`config.mk`:
```
export PLATFORM = sky130hd
export DESIGN_NAME = slsr_ram
export DESIGN_NICKNAME = d
export VERILOG_FILES = /design/src/rtl/core/sorted_list_set_relation_core_defines.svh /design/src/rtl/core/slsr_ram.sv
export SDC_FILE = /design/constraint.sdc
export NUM_CORES = 2
export LEC_CHECK = 0
export BUFFER_PORTS_ARGS = -buffer_cell sky130_fd_sc_hd__buf_2
export CORE_MARGIN = 2
export CORE_UTILIZATION = 40
export DETAILED_ROUTE_END_ITERATION = 6
export SLEW_MARGIN = 20
export SYNTH_ARGS = -nofsm -noshare
export SYNTH_HDL_FRONTEND = slang
export SYNTH_SLANG_ARGS = --single-unit
export TNS_END_PERCENT = 50
```
`constraint.sdc`:
```
create_clock -name clock -period 9.3 [get_ports clock]
set_clock_uncertainty 0.15 [all_clocks]
set_input_delay 0.465 -clock clock [delete_from_list [all_inputs] [get_ports clock]]
set_output_delay 0.465 -clock clock [all_outputs]
set_load 0.01 [all_outputs]
```
`src/rtl/core/sorted_list_set_relation_core_defines.svh`:
```
// Assertion macros used by the core RTL.
`ifndef SORTED_LIST_SET_RELATION_CORE_DEFINES_SVH
`define SORTED_LIST_SET_RELATION_CORE_DEFINES_SVH

// Same-cycle implication, disabled while reset is high.
`define SLSR_ASSERT_IMP(name, clk, rst, ante, cons, msg) \
   name: assert property (@(posedge clk) disable iff (rst) (ante) |-> (cons)) \
      else $error(msg);

// Next-cycle implication, disabled while reset is high.
`define SLSR_ASSERT_NXT(name, clk, rst, ante, cons, msg) \
   name: assert property (@(posedge clk) disable iff (rst) (ante) |=> (cons)) \
      else $error(msg);

`endif

```
`src/rtl/core/slsr_ram.sv`:
```
module slsr_ram #(
   parameter int WIDTH = 64,
   parameter int DEPTH = 64
) (
   input  logic                                    clock,
   input  logic                                    wr_en,
   input  logic [((DEPTH > 1) ? $clog2(DEPTH) : 1)-1:0] wr_addr,
   input  logic [WIDTH-1:0]                        wr_data,
   input  logic [((DEPTH > 1) ? $clog2(DEPTH) : 1)-1:0] rd_addr,
   output logic [WIDTH-1:0]                        rd_data
);

   logic [WIDTH-1:0] mem_ff [DEPTH];
   logic [WIDTH-1:0] rd_data_ff;

   always_ff @(posedge clock) begin
      if (wr_en) begin
         mem_ff[wr_addr] <= wr_data;
      end
      rd_data_ff <= mem_ff[rd_addr];
   end

   assign rd_data = rd_data_ff;

endmodule

```
* Yosys cells after proc, flatten, opt, wreduce, memory -nomap -nowiden *
Memories as Yosys holds them, arrays and structs flattened. A register that Yosys moved wholly into a read port is not among the register bits.
Index checks and enable logic that the tools add are counted.

storage, ports and cells
  output and inout bits = 64
  word-level logic and storage cells = 3
  bits of input ports = 78
  bits in writable memories = 4096
  register bits = 0
  memories kept = 1

memory list
  memory  words  bits a word  read ports  clocked after Yosys merged registers in  wr ports  line            source
  mem_ff  64     64           1           1                                        1         slsr_ram.sv:13  logic [WIDTH-1:0] mem_ff [DEPTH];

cells by class
  mux-type cells = 2

operator list
  kind     count
  $mux W1  2

* Logic depth before layout (Yosys ltp) *
  depth in word-level cells = 2
  depth in mapped cells = 9
  depth with buffers taken out = 5

* Worst setup path before layout *
OpenSTA, ideal clock, no wires.

  kind = input to register
  start point = input wr_addr[3] (netlist bit)
  end point = memory mem_ff[48][0], enable pin
  setup time = 0.564 ns
  slack = 3.249 ns
  stages on the path = 4
  data arrival time = 5.337 ns
  data required time = 8.586 ns
  path buffers = 1
  cell sequence = clkbuf_1 > nor2b_1 > nand4b_1 > nor3_1

RTL lines
  element             line            source
  start: declaration  slsr_ram.sv:7   input logic [((DEPTH > 1) ? $clog2(DEPTH) : 1)-1:0] wr_addr,
  end: declaration    slsr_ram.sv:13

Straight into the memory's write port.

* Worst setup path after layout *
  start point = input wr_addr[1] (netlist bit)
  end point = memory mem_ff[11][11], enable pin

Straight into the memory's write port.

==> results.json <==
{
  "grt_use_total_pct": 22.05,
  "power.share.clock_pct": 41.8,
  "max-cap-violations": 0,
  "first_global_vias": 76140,
  "cts.sinks": 4160,
  "tightestPinTransition_ns": 1.203,
  "clk_pin_slew_ns": 0.06,
  "path_max_fanout": 28,
  "p_seq_share_pct": 53.7,
  "setup_viol": 0,
  "hold_viol": 0,
  "ioPinCount": 142,
  "htreeDepth": 5,
  "synth_top_area_share_pct": 78.67,
  "dp_hpwl_um": 236400,
  "start_util_pct": 40.18,
  "utilization_pct": 45.69,
  "via_per_inst": 6.048,
  "syn_nets": 6676,
  "fin_nets": 7103,
  "slew_viol_final": 0,
  "yosysWarnings": 0,
  "yosysMostFrequentCell": "edfxtp_1",
  "clock.fmax_ghz": 0.2886,
  "wire_per_inst_um": 35.29,
  "cts_tree": "built",
  "end_kind": "flip-flop",
  "setup_tns_ns": 0,
  "async_flop_share_pct": 0,
  "critical_path.startpoint_type": "primary input",
  "yosys.area.top_type": "edfxtp_1",
  "max-vdd-ir-drop_uv": 171.3,
  "cts_made_buffers": 415,
  "via_count": 76100,
  "area.growth.synth_to_final_pct": 13.71,
  "post_route_cells_drive_above_1_share_pct": 27.98,
  "die_y_um": 629.2,
  "finalPower_w": 0.03887,
  "clock_path_buffers": 4,
  "clock_latency_ns": 0.98,
  "synth_common_cells": "edfxtp_1, mux4_2, buf_2",
  "comb_power_share_pct": 4.5,
  "timing.final.crit_period_ns": 3.465,
  "switchingPower_w": 0.008343,
  "synth_edf_count": 4096,
  "synth_cell_types": 33,
  "port_buffers": 141,
  "intPower_w": 0.03053,
  "min_period_over_period_pct": 37.26,
  "sw_frac_of_total_pct": 21.46,
  "leakagePower_nw": 54.91,
  "rsz0062_at_grt": "false",
  "cts_resized": 0,
  "power_density_mw_per_mm2": 218.7,
  "die_width_um": 629.2,
  "firstDrtPassIters": 5,
  "drt_iter0_drc": 10410,
  "synth-seq-cells": 4160,
  "fp-row-count": 229,
  "yosysSeqAreaShare_pct": 79.49,
  "synth_flop_cell": "edfxtp_1",
  "design.die.area_mm2": 0.3959,
  "globalRouteOverflowTotal": 0,
  "yosys-top-cells-area": "edfxtp_1, mux4_2, mux2i_1",
  "drt_wl_total_um": 444100,
  "ant_nets": 0,
  "max_slew_margin_pct": 19.79,
  "critical_path_class": "primary input to flip-flop",
  "drc_errors": 0,
  "grt_pass1_wl_um": 612500,
  "syn_avg_cell_area_um2": 23.70,
  "cp.arrival_ns": 3.89,
  "status": "complete, no violations",
  "grt_max_degree": 129,
  "hold_path_class": "primary input to flip-flop",
  "finalHoldWorstSlack_ns": 0.06925,
  "grt_antenna_before_repair": 47,
  "syn_area_mm2": 0.1563,
  "cp_data_required_time_ns": 9.73,
  "netlist_instances": 6598,
  "coreArea_mm2": 0.3891,
  "routabilityCongestion": 0.7865,
  "clockRootBuffer": "clkbuf_16"
}
==> registers in the layout, indices dropped and copies added (netlist names) <==
name	count
rd_data	64
mem_ff	4096
==> worst max-delay path: stages <==
cell and delay (ns):
buf_2 0.28, nor2b_1 0.27, nand3_1 0.57, nor2_4 0.96, buf_4 0.51, buf_4 0.70
==> through the flow <==
step	instances	worst slack [ns]	cell area, um^2
after detailed placement	11770	4.846	164200
after global routing	12570	5.663	177700
after CTS	12530	5.869	177300
after global placement	11760	4.841	164100
final	12580	5.835	177800
after floorplan	6598	3.249	156300
==> cell type report <==
cell class | count | area (um^2)
Clock inverter | 210 | 1862
Clock buffer | 549 | 11190
Sequential cell | 4160 | 124300
Multi-Input combinational cell | 2049 | 30810
Antenna cell | 19 | 47.55
Tap cell | 5197 | 6502
Inverter | 19 | 71.32
Timing Repair Buffer | 380 | 3013
Fill cell | 32170 | 211300
==> routing by layer <==
| layer | GRT usage, % | part of all wire (%) |
|---|---|---|
| met3 | 3.575 | 8.7 |
| met1 | 31.04 | 40 |
| met2 | 35.61 | 48 |
| met4 | 6.505 | 3.2 |
| met5 | 0 | 0.013 |
==> cells in the final DEF, fill, tap and decap left out, types with 65 or more instances in the layout <==
| master | n |
|---|---|
| edfxtp_1 | 4096 |
| mux4_2 | 1024 |
| clkbuf_16 | 418 |
| buf_4 | 209 |
| a22oi_1 | 168 |
| mux2i_1 | 135 |
| buf_2 | 114 |
| clkbuf_1 | 107 |
| a22o_1 | 88 |
| o22ai_1 | 83 |
| clkinv_1 | 81 |
| clkinv_2 | 68 |
| nor2_4 | 65 |
==> logic make-up (layout without fill, tap and decap cells) <==
kind of cell	after synthesis	count (layout)	share of synthesized area [%]
AO/OA/AOI/OAI	504	504	2.477
other	0	19	0
AND/OR/NAND/NOR	386	386	1.240
multiplexers	1159	1159	15.61
flip-flops	4160	4160	79.49
buffers and inverters	389	1158	1.180
==> final timing paths <==
check / start / slack [ns] / endpoint / depth (start not counted)
max: wr_addr[1] / 5.83 / mem_ff[11][11] / 6
min: wr_data[10] / 0.07 / mem_ff[57][10] / 1
max reg2reg: mem_ff[43][8] / 6.99 / rd_data[8] / 6
min reg2reg: mem_ff[54][12] / 0.68 / rd_data[12] / 4
==> power groups by stage <==
stage | combinational (W) | clock (W) | sequential, W
global placement | 0.00171 | 0 | 0.0213
detailed placement | 0.00175 | 0 | 0.0213
CTS | 0.00175 | 0.0164 | 0.0209
finish | 0.00175 | 0.0162 | 0.0209
floorplan | 0.000967 | 0 | 0.0212
global route | 0.00186 | 0.0172 | 0.0209
==> timing repair <==
item | in CTS | in global routing
setup buffers | 0 | 0
hold buffers | 1 | 27
hold endpoints to repair | 64 | 1698
Power figures use the tool's default switching activity.
