[config.mk]
export PLATFORM = sky130hd
export DESIGN_NAME = slsr_walk
export DESIGN_NICKNAME = d
export VERILOG_FILES = /design/src/rtl/core/sorted_list_set_relation_core_defines.svh /design/src/rtl/core/slsr_pkg.sv /design/src/rtl/core/slsr_walk.sv
export SDC_FILE = /design/constraint.sdc
export NUM_CORES = 1
export LEC_CHECK = 0
export BUFFER_PORTS_ARGS = -buffer_cell sky130_fd_sc_hd__clkbuf_2
export CAP_MARGIN = 15
export CORE_MARGIN = 2
export CORE_UTILIZATION = 43
export CTS_CLUSTER_DIAMETER = 40
export DETAILED_ROUTE_END_ITERATION = 6
export GPL_ROUTABILITY_DRIVEN = 0
export GPL_TIMING_DRIVEN = 0
export PLACE_DENSITY = 0.79
export SETUP_SLACK_MARGIN = 0.2
export SYNTH_ARGS = -nofsm -noshare
export SYNTH_HDL_FRONTEND = slang
export SYNTH_SLANG_ARGS = --single-unit
[constraint.sdc]
create_clock -name clock -period 4 [get_ports clock]
set_input_delay 0.8 -clock clock [delete_from_list [all_inputs] [get_ports clock]]
set_output_delay 0.8 -clock clock [all_outputs]
set_load 0.01 [all_outputs]
[src/rtl/core/sorted_list_set_relation_core_defines.svh]
// Assertion macros used by the core RTL.
`ifndef SORTED_LIST_SET_RELATION_CORE_DEFINES_SVH
`define SORTED_LIST_SET_RELATION_CORE_DEFINES_SVH

// Same-cycle implication, disabled while reset is high.
`define SLSR_ASSERT_IMP(name, clk, rst, ante, cons, msg) \
   name: assert property (@(posedge clk) disable iff (rst) (ante) |-> (cons)) \
      else $error(msg);

// Next-cycle implication, disabled while reset is high.
`define SLSR_ASSERT_NXT(name, clk, rst, ante, cons, msg) \
   name: assert property (@(posedge clk) disable iff (rst) (ante) |=> (cons)) \
      else $error(msg);

`endif

[src/rtl/core/slsr_pkg.sv]
package slsr_pkg;

   localparam int KEY_W = 64;

   localparam logic [1:0] OP_CLEAR       = 2'd0;
   localparam logic [1:0] OP_APPEND_ATTR = 2'd1;
   localparam logic [1:0] OP_APPEND_EXPR = 2'd2;
   localparam logic [1:0] OP_EVALUATE    = 2'd3;

   localparam logic [1:0] MODE_ONE_OF   = 2'd0;
   localparam logic [1:0] MODE_NONE_OF  = 2'd1;
   localparam logic [1:0] MODE_ALL_OF   = 2'd2;
   localparam logic [1:0] MODE_RESERVED = 2'd3;

   typedef struct packed {
      logic       start;
      logic       defined;
      logic [1:0] mode;
      logic       out_free;
   } slsr_walk_cmd_type;

   typedef struct packed {
      logic busy;
      logic done;
      logic verdict;
   } slsr_walk_rsp_type;

endpackage

[src/rtl/core/slsr_walk.sv]
module slsr_walk import slsr_pkg::*; #(
   parameter int LIST_DEPTH = 64
) (
   input  logic                                              clock,
   input  logic                                              reset,
   input  slsr_walk_cmd_type                                 cmd,
   input  logic [$clog2(LIST_DEPTH+1)-1:0]                   attr_cnt,
   input  logic [$clog2(LIST_DEPTH+1)-1:0]                   expr_cnt,
   input  logic [KEY_W-1:0]                                  attr_data,
   input  logic [KEY_W-1:0]                                  expr_data,
   output logic [((LIST_DEPTH > 1) ? $clog2(LIST_DEPTH) : 1)-1:0] attr_rd_addr,
   output logic [((LIST_DEPTH > 1) ? $clog2(LIST_DEPTH) : 1)-1:0] expr_rd_addr,
   output slsr_walk_rsp_type                                 rsp
);

   localparam int CW = $clog2(LIST_DEPTH + 1);
   localparam int AW = (LIST_DEPTH > 1) ? $clog2(LIST_DEPTH) : 1;

   localparam logic WS_IDLE = 1'b0;
   localparam logic WS_WALK = 1'b1;

   logic          state_ff, state_in;
   logic [CW-1:0] i_ff, i_in;
   logic [CW-1:0] j_ff, j_in;
   logic          early_ff, early_in;

   logic a_end, e_end, keys_eq, key_lt;
   logic step_done, share, subset, verdict;

   assign a_end   = (i_ff >= attr_cnt);
   assign e_end   = (j_ff >= expr_cnt);
   assign keys_eq = (attr_data == expr_data);
   assign key_lt  = ($signed(attr_data) < $signed(expr_data));

   always_comb begin
      state_in  = state_ff;
      i_in      = i_ff;
      j_in      = j_ff;
      early_in  = early_ff;
      step_done = 1'b0;
      share     = 1'b0;
      subset    = 1'b0;
      verdict   = 1'b0;
      case (state_ff)
         WS_IDLE: begin
            if (cmd.start) begin
               i_in     = '0;
               j_in     = '0;
               early_in = !cmd.defined || (cmd.mode == MODE_RESERVED) ||
                          ((cmd.mode == MODE_ALL_OF) && (expr_cnt > attr_cnt));
               state_in = WS_WALK;
            end
         end
         WS_WALK: begin
            if (early_ff) begin
               step_done = 1'b1;
            end else if (cmd.mode == MODE_ALL_OF) begin
               if (e_end) begin
                  step_done = 1'b1;
                  subset    = 1'b1;
               end else if (a_end) begin
                  step_done = 1'b1;
               end else if (key_lt) begin
                  i_in = i_ff + CW'(1);
               end else if (keys_eq) begin
                  i_in = i_ff + CW'(1);
                  j_in = j_ff + CW'(1);
               end else begin
                  step_done = 1'b1;
               end
            end else begin
               if (a_end || e_end) begin
                  step_done = 1'b1;
               end else if (keys_eq) begin
                  step_done = 1'b1;
                  share     = 1'b1;
               end else if (key_lt) begin
                  i_in = i_ff + CW'(1);
               end else begin
                  j_in = j_ff + CW'(1);
               end
            end
            case (cmd.mode)
               MODE_ONE_OF:  verdict = share;
               MODE_NONE_OF: verdict = !share;
               MODE_ALL_OF:  verdict = subset;
               default:      verdict = 1'b0;
            endcase
            if (early_ff) begin
               verdict = 1'b0;
            end
            // hold on the final step until the output register is free
            if (step_done && cmd.out_free) begin
               state_in = WS_IDLE;
            end
         end
         default: state_in = WS_IDLE;
      endcase
   end

   always_ff @(posedge clock) begin
      if (reset) begin
         state_ff <= WS_IDLE;
      end else begin
         state_ff <= state_in;
      end
      i_ff     <= i_in;
      j_ff     <= j_in;
      early_ff <= early_in;
   end

   // read ahead at the next indices so data lines up with the next step
   assign attr_rd_addr = i_in[AW-1:0];
   assign expr_rd_addr = j_in[AW-1:0];

   assign rsp.busy    = (state_ff == WS_WALK);
   assign rsp.done    = (state_ff == WS_WALK) && step_done && cmd.out_free;
   assign rsp.verdict = verdict;

endmodule
Word level (Yosys, flattened, before mapping)
Cells that the tools add are included.
Word-level totals
  output and inout bits: 15
  register bits: 16
  logic and storage cells: 83
Operators by class
  bitwise logic cells: 1
  reduce and logical (&&, ||, !) cells: 13
  $lt $le $gt $ge: 4
  $add $sub $neg: 2
  muxes and demuxes: 43
  eq/ne operators: 14
Operators by type and width (number)
  $mux W7: 20
  $eq A64 B64 Y1: 1
  $lt A64 B64 Y1: 1
  $pmux W7 S2: 2
  $mux W1: 19
  $reduce_and A8 Y1: 2
  $add A7 B1 Y7 const B: 2
  $ge A7 B7 Y1: 2
  $ne A3 B3 Y1 const B: 4
  $gt A7 B7 Y1: 1
  $ne A2 B2 Y1 const B: 3
  $ne A3 B1 Y1 const B: 2
  $eq A2 B2 Y1 const B: 2
  $logic_and A1 B1 Y1: 4
  $logic_or A1 B1 Y1: 3
  $ne A3 B2 Y1 const B: 1
  $pmux W1 S3: 1
  $eq A2 B1 Y1 const B: 1
  $logic_not A1 Y1: 2
  $logic_not A2 Y1: 1
  $pmux W1 S2: 1
  $reduce_and A2 Y1: 1
  $not A1 Y1: 1

Longest topological paths before layout
Gate-level depths: netlist of the first run.
  word-level depth: 11
  mapped depth: 12
  mapped depth without buffers: 11

Worst setup path after synthesis of the first run
No wires, ideal clock.
  path type: input to output
  start: in expr_data[23]
  end: out expr_rd_addr[1] (netlist bit)
  arrival time: 3.372 ns
  stages: 12
  buffers on the path: 1
  setup slack: -0.172 ns
  path through: inv_1 -> ha_1 -> a21oi_1 -> o21ai_1 -> a221oi_1 -> o21ai_1 -> a211o_1 -> or4_1 -> nand3_1 -> mux2_1 -> a221o_1 -> buf_4
Between the ends
  word-level cells in the longest chain between the ends: 8
Ends and longest elaborated chain
  start, declared: RTL line slsr_walk.sv:10  | input logic [KEY_W-1:0] expr_data,
  branches (longest 5 deep; another with $lt A64 B64 Y1)
  $mux W7 *: RTL line slsr_walk.sv:57  | end else if (cmd.mode == MODE_ALL_OF) begin
  $mux W7 *: RTL line slsr_walk.sv:55  | if (early_ff) begin
  $pmux W7 S2 *: RTL line slsr_walk.sv:44  | case (state_ff)
  end, declared: RTL line slsr_walk.sv:12  | output logic [((LIST_DEPTH > 1) ? $clog2(LIST_DEPTH) : 1)-1:0] expr_rd_addr,
Mark *: on every way between the ends. The select of a mux whose other input is x is not followed.

Worst setup path after layout of the first run
  start: in expr_data[25]
  end: out expr_rd_addr[1] (netlist bit)
The elaborated chain is that of the path after synthesis.

==> results.sh, run 1 <==
export IMPL_die_area_sq_um=8250
export IMPL_root_buffer="clkbuf_8"
export IMPL_cp_start_kind="primary input"
export IMPL_yosysMostFrequentCell="ha_1"
export IMPL_ios=164
export IMPL_cp_data_arrival_time_ns=3.72
export IMPL_overflow=0
export IMPL_top_usage_layer="met2"
export IMPL_ant_nets=0
export IMPL_vias=3723
export IMPL_cp_top_family="compound AO/OA/AOI/OAI gates"
export IMPL_cp_max_fo=3
export IMPL_rsz0062_at_grt="true"
export IMPL_violations="negative setup slack"
export IMPL_synthTopCellsByCount="ha_1 (87), inv_1 (85), nand2_1 (27)"
export IMPL_dpl_worst_slack_ns=-0.575
export IMPL_dp_hpwl_microns=8460
export IMPL_clk_path_buf_depth=2
export IMPL_fin_crit_sh=1.13
export IMPL_finalHoldViolations=0
export IMPL_drive_gt1_frac=0.523
export IMPL_fin_skew_ns=0.00712
export IMPL_slowest_delay_ns=0.55
export IMPL_initial_core_util=0.444
export IMPL_critical_path_depth=14
export IMPL_dpl_cell_area_sq_um=4680
export IMPL_worst_slack_ns=-0.516
export IMPL_ys_seq_area_frac=0.108
export IMPL_drtIter0Drc=119
export IMPL_setup_violations=13
export IMPL_regArea_sq_um=350
export IMPL_place_inst=683
export IMPL_r2r_cells=12
export IMPL_synthFlopType="dfxtp_1"
export IMPL_grt_antenna_before_repair=0
export IMPL_fillers=562
export IMPL_crit_slowest_cell="or4_4"
export IMPL_slew_viol_final=0
export IMPL_clkSinkCount=16
export IMPL_cp_common_cell="buf_6"
export IMPL_synthCells=421
export IMPL_fin_util=0.737
export IMPL_reg2reg_from="j_ff[0]$_DFF_P_"
export IMPL_grtUsageTotal=0.252
export IMPL_synth_top_area_cell="ha_1"
export IMPL_cts_tree="done"
export IMPL_path_buf_inv=5
export IMPL_hold_path_class="reg2reg"
export IMPL_fmax_ghz=0.221
export IMPL_grt_util_met2=0.493
export IMPL_post_route_drc_count=0
export IMPL_cts_max_level=1
export IMPL_crit_start="expr_data[25]"
export IMPL_nets=856
export IMPL_core_sq_um=7290
export IMPL_critPathRequiredTime_ns=3.20
export IMPL_power_leakage_nw=2.85
export IMPL_fin_crit_ns=4.52
export IMPL_port_buffers=163
export IMPL_final_area_sq_um=5370
export IMPL_grtUsageMet1=0.284
export IMPL_grt_pass1_vias=3988
export IMPL_synth_seq_cells=16
export IMPL_clk_pin_slew_ns=0.07
export IMPL_grt_pass1_wl_microns=17400
export IMPL_synth_edff_count=3
export IMPL_syn_area_per_cell_sq_um=7.70
export IMPL_critical_path_class="in2out"
export IMPL_first_pass_iters=4
export IMPL_end_kind="primary output"
export IMPL_area_growth_pct=65.8
export IMPL_min_path_cells=2
export IMPL_worst_slew_pin_transition_ns=0.478
export IMPL_outcome="finished, violations left"
export IMPL_syn_nets=657
export IMPL_viasPerCell=5.19
export IMPL_wire_per_inst_microns=14.5
export IMPL_routed_wl_microns=10400
export IMPL_antennaDiodeCount=0
export IMPL_multi_input_area_sq_um=3180
export IMPL_async_flop_share=0
export IMPL_crit_chain="clkbuf_16 > inv_12 > ha_4 > nand4_1 > inv_1 > a221oi_2 > o21ai_1 > a211o_1 > or4_4 > nand3_2 > mux2_4 > a221o_1 > buf_6 > buf_6"
export IMPL_yosys_warnings=0
export IMPL_synth_top_area_share=0.336
export IMPL_grt_met3_usage=0.0459
export IMPL_relSlewSlack=0.681
export IMPL_p_total_mw=0.789
export IMPL_cap_violations=0
export IMPL_instances_no_fill=718
export IMPL_worstHoldStart="i_ff[1]$_DFF_P_"
export IMPL_numCtsBuffers=3
export IMPL_power_density_nw_per_um2=147
export IMPL_peakVddDrop_v=0.000104
export IMPL_syn_area_sq_um=3240
export IMPL_synth_area_leaders="ha_1 (34%), inv_1 (9.8%), dfxtp_1 (8.0%)"
export IMPL_rows=31
export IMPL_grt_start_max_net_pins=11
export IMPL_clock_latency_ns=0.25
export IMPL_die_w_microns=90.8
export IMPL_die_y_microns=90.8
export IMPL_yosys_cell_types_count=55
## timing repair
item,CTS,global route
buffers inserted,27,4
endpoints found under the setup margin,14,14
hold endpoints to repair,0,0
pin swaps,42,22
hold buffers,0,0
gates cloned,0,0
gates resized for setup,60,25
## cell type report
type | instances | share of cell area
multi-input combinational | 302 | 0.592
timing repair buffer | 194 | 0.218
inverter | 85 | 0.0673
sequential | 16 | 0.0652
buffer | 18 | 0.0238
tap | 99 | 0.0231
clock buffer | 4 | 0.0102
## state kept, by name, indices dropped and copies added (netlist names)
signal    cells
early_ff      1
i_ff          7
j_ff          7
state_ff      1
## per-stage QoR
step	hold WS [ns]	TNS (ns)
5_1_grt	0.579	-6.40
4_1_cts	0.551	-3.56
3_5_place_dp	0.536	-5.24
3_3_place_gp	0.517	-4.70
6_report	0.550	-5.18
2_1_floorplan	0.489	0
## cell usage in the layout (no fill, tap or decap), types with 4 or more instances in the layout
master,n
inv_2,21
a21o_1,10
ha_4,34
nor2_1,8
clkbuf_1,4
buf_4,37
a21oi_2,8
inv_4,5
nand4_1,17
inv_1,56
nand3_1,15
o21a_1,5
clkbuf_8,5
clkbuf_2,150
buf_6,18
nand3b_1,5
ha_1,53
o21ai_1,6
nand2_1,23
mux2i_1,6
nand2b_1,6
a21oi_1,18
dfxtp_1,13
nor3b_1,5
## final timing paths
| kind | end | slack (ns) |
|---|---|---|
| hold / removal | i_ff[1]$_DFF_P_ | 0.55 |
| hold reg to reg | i_ff[1]$_DFF_P_ | 0.55 |
| setup reg to reg | j_ff[2]$_DFF_P_ | 1.18 |
| setup / recovery | expr_rd_addr[1] | -0.52 |
## power breakdown
part | leakage (nW) | total [mW] | internal [mW] | switching (mW)
Combinational | 2.69 | 0.465 | 0.244 | 0.221
Clock | 0.0288 | 0.145 | 0.0873 | 0.0575
Sequential | 0.134 | 0.179 | 0.171 | 0.00804
Total | 2.85 | 0.789 | 0.502 | 0.287
## cells by family (layout without fill, tap and decap cells)
logic type	count (synthesis)	after routing	synth area share
buffers and inverters	103	301	0.136
multiplexers	9	9	0.0282
adder cells (fa/ha/maj)	87	87	0.336
AND/OR/NAND/NOR	117	117	0.198
flip-flops	16	16	0.108
AO/OA/AOI/OAI	84	84	0.180
XOR/XNOR	5	5	0.0135
## tightest hold or removal path: stages (launching register included)
cell and delay, ns:
dfxtp_1 0.35, nand2_1 0.07, mux2i_1 0.08
## metal layers
| layer | share of wire | up-vias |
|---|---|---|
| met1 | 0.40 | 1690 |
| met4 | 0.014 | 0 |
| li1 | - | 1892 |
| met3 | 0.056 | 16 |
| met5 | 0 | - |
| met2 | 0.53 | 125 |
Note: power is estimated with default switching activity, not from simulation.
==> inputs of run 2 (changes only) <==
GPL_TIMING_DRIVEN = not set   (was 0)
==> run 2 against run 1 <==
The run still ends with negative setup slack left. Global-route usage fell by 0.13 points. Critical path type unchanged. Maximum frequency rose by 5.1%. Non-clock buffer count rose by 2. Register-to-register slack got worse by 0.10 ns. Flip-flop and latch count did not move. Cell count rose by 0.28%. Setup slack improved by 0.22 ns. Final area rose by 2.2%. Utilization rose by 1.6 points. Worst hold slack got worse by 0.015 ns. Sequential power rose by 3%. Largest power group unchanged. Clock-buffer cell count did not move.
==> results.sh, run 2 (same netlist as run 1, synthesis figures left out) <==
export IMPL_grt_start_max_net_pins=29
export IMPL_crit_slowest_cell="or4_4"
export IMPL_cp_start_kind="primary input"
export IMPL_clkSinkCount=16
export IMPL_p_total_mw=0.825
export IMPL_postCtsHoldBufs=0
export IMPL_power_density_nw_per_um2=150
export IMPL_critPathRequiredTime_ns=3.20
export IMPL_first_pass_iters=4
export IMPL_grt_antenna_before_repair=0
export IMPL_slowest_delay_ns=0.52
export IMPL_hold_path_class="reg2reg"
export IMPL_grt_util_met2=0.492
export IMPL_slew_viol_final=0
export IMPL_drtIter0Drc=85
export IMPL_rsz0062_at_grt="true"
export IMPL_setup_tns_final_ns=-2.74
export IMPL_cts_tree="done"
export IMPL_fillers=528
export IMPL_clk_path_buf_depth=2
export IMPL_fin_util=0.753
export IMPL_violations="negative setup slack"
export IMPL_cap_violations=0
export IMPL_worst_slack_ns=-0.299
export IMPL_clk_pin_slew_ns=0.07
export IMPL_relSlewSlack=0.376
export IMPL_nets=858
export IMPL_cp_data_arrival_time_ns=3.50
export IMPL_post_route_drc_count=0
export IMPL_reg2reg_from="i_ff[0]$_DFF_P_"
export IMPL_worstHoldStart="i_ff[1]$_DFF_P_"
export IMPL_grtUsageTotal=0.251
export IMPL_overflow=0
export IMPL_finalHoldViolations=0
export IMPL_setup_violations=14
export IMPL_final_cell_mix="clkbuf_2 (143), inv_1 (48), ha_1 (47)"
export IMPL_top_regs="i_ff x7, j_ff x7"
export IMPL_clock_latency_ns=0.25
export IMPL_path_buf_inv=4
export IMPL_place_inst=699
export IMPL_end_kind="primary output"
export IMPL_instances_no_fill=720
export IMPL_core_sq_um=7290
export IMPL_outcome="finished, violations left"
export IMPL_crit_start="expr_data[26]"
export IMPL_ios=164
export IMPL_fmax_ghz=0.233
export IMPL_r2r_setup_slack_ns=1.08
export IMPL_crit_chain="buf_6 > inv_4 > ha_4 > nand4_1 > inv_1 > a221oi_2 > o21ai_1 > a211o_1 > or4_4 > nand3_2 > mux2_4 > a221o_1 > clkbuf_2"
export IMPL_grt_pass1_wl_microns=17400
export IMPL_grt_pass1_vias=4029
export IMPL_peakVddDrop_v=0.000140
export IMPL_die_w_microns=90.8
export IMPL_grtUsageMet1=0.278
export IMPL_ant_nets=0
export IMPL_fin_skew_ns=0.00201
export IMPL_numCtsBuffers=3
export IMPL_final_common_cell="clkbuf_2"
export IMPL_dp_hpwl_microns=8730
export IMPL_root_buffer="clkbuf_8"
export IMPL_top_usage_layer="met2"
export IMPL_vias=3791
export IMPL_dpl_worst_slack_ns=-0.349
export IMPL_fin_crit_sh=1.07
export IMPL_power_leakage_nw=2.84
export IMPL_drive_gt1_frac=0.552
export IMPL_wire_per_inst_microns=15.2
export IMPL_antennaDiodeCount=0
export IMPL_port_buffers=163
export IMPL_cp_max_fo=3
export IMPL_routed_wl_microns=10900
export IMPL_cts_max_level=1
export IMPL_die_y_microns=90.8
export IMPL_viasPerCell=5.27
export IMPL_fin_crit_ns=4.30
export IMPL_cp_top_family="compound AO/OA/AOI/OAI gates"
export IMPL_die_area_sq_um=8250
export IMPL_area_growth_pct=69.5
export IMPL_rows=31
export IMPL_critical_path_class="in2out"
export IMPL_initial_core_util=0.444
export IMPL_worst_slew_pin_transition_ns=0.935
export IMPL_grt_met3_usage=0.0476
[run 2: cell types whose count changed in the layout (fill, tap and decap cells not counted), sizes merged]
| cell | change |
|---|---|
| clkbuf | -11 |
| buf | +13 |
[run 2: worst min-delay path, cell delays in order (launching register included)]
cell	delay, ns
dfxtp_1	0.34
nand2_1	0.07
mux2i_1	0.07
[run 2: metrics by stage]
step | cell area (sq um) | hold WS (ns)
finish | 5490 | 0.536
global route | 5490 | 0.576
CTS | 5170 | 0.536
detailed placement | 4810 | 0.529
global placement | 4810 | 0.513
floorplan | 3740 | 0.489
[run 2: where the power goes]
| part | switching [mW] | internal (mW) |
|---|---|---|
| logic | 0.231 | 0.264 |
| clock network | 0.0586 | 0.0874 |
| registers | 0.0136 | 0.171 |
[run 2: cell type report]
class,instances,area [sq um],share of cell area
clock buffers,4,55.1,0.0100
inverters,85,367,0.0668
multi-input cells,302,3270,0.595
flip-flops and latches,16,350,0.0638
well taps,99,124,0.0226
repair buffers,214,1330,0.242
[run 2: metal layers]
metal	share of wire	routed length (microns)
met5	0	0
met4	0.021	234
met3	0.058	640
met1	0.39	4220
met2	0.53	5850
[run 2: final timing paths]
| check | to | cells after the start |
|---|---|---|
| min | i_ff[1]$_DFF_P_ | 2 |
| min reg2reg | i_ff[1]$_DFF_P_ | 2 |
| max | expr_rd_addr[1] | 13 |
| max reg2reg | j_ff[5]$_DFF_P_ | 12 |
[run 2: what timing repair did]
action                                  4_1_cts  5_1_grt
pin swaps                                    28       27
gates resized for setup                      45       58
buffers inserted                              8        9
endpoints found under the setup margin       14       14
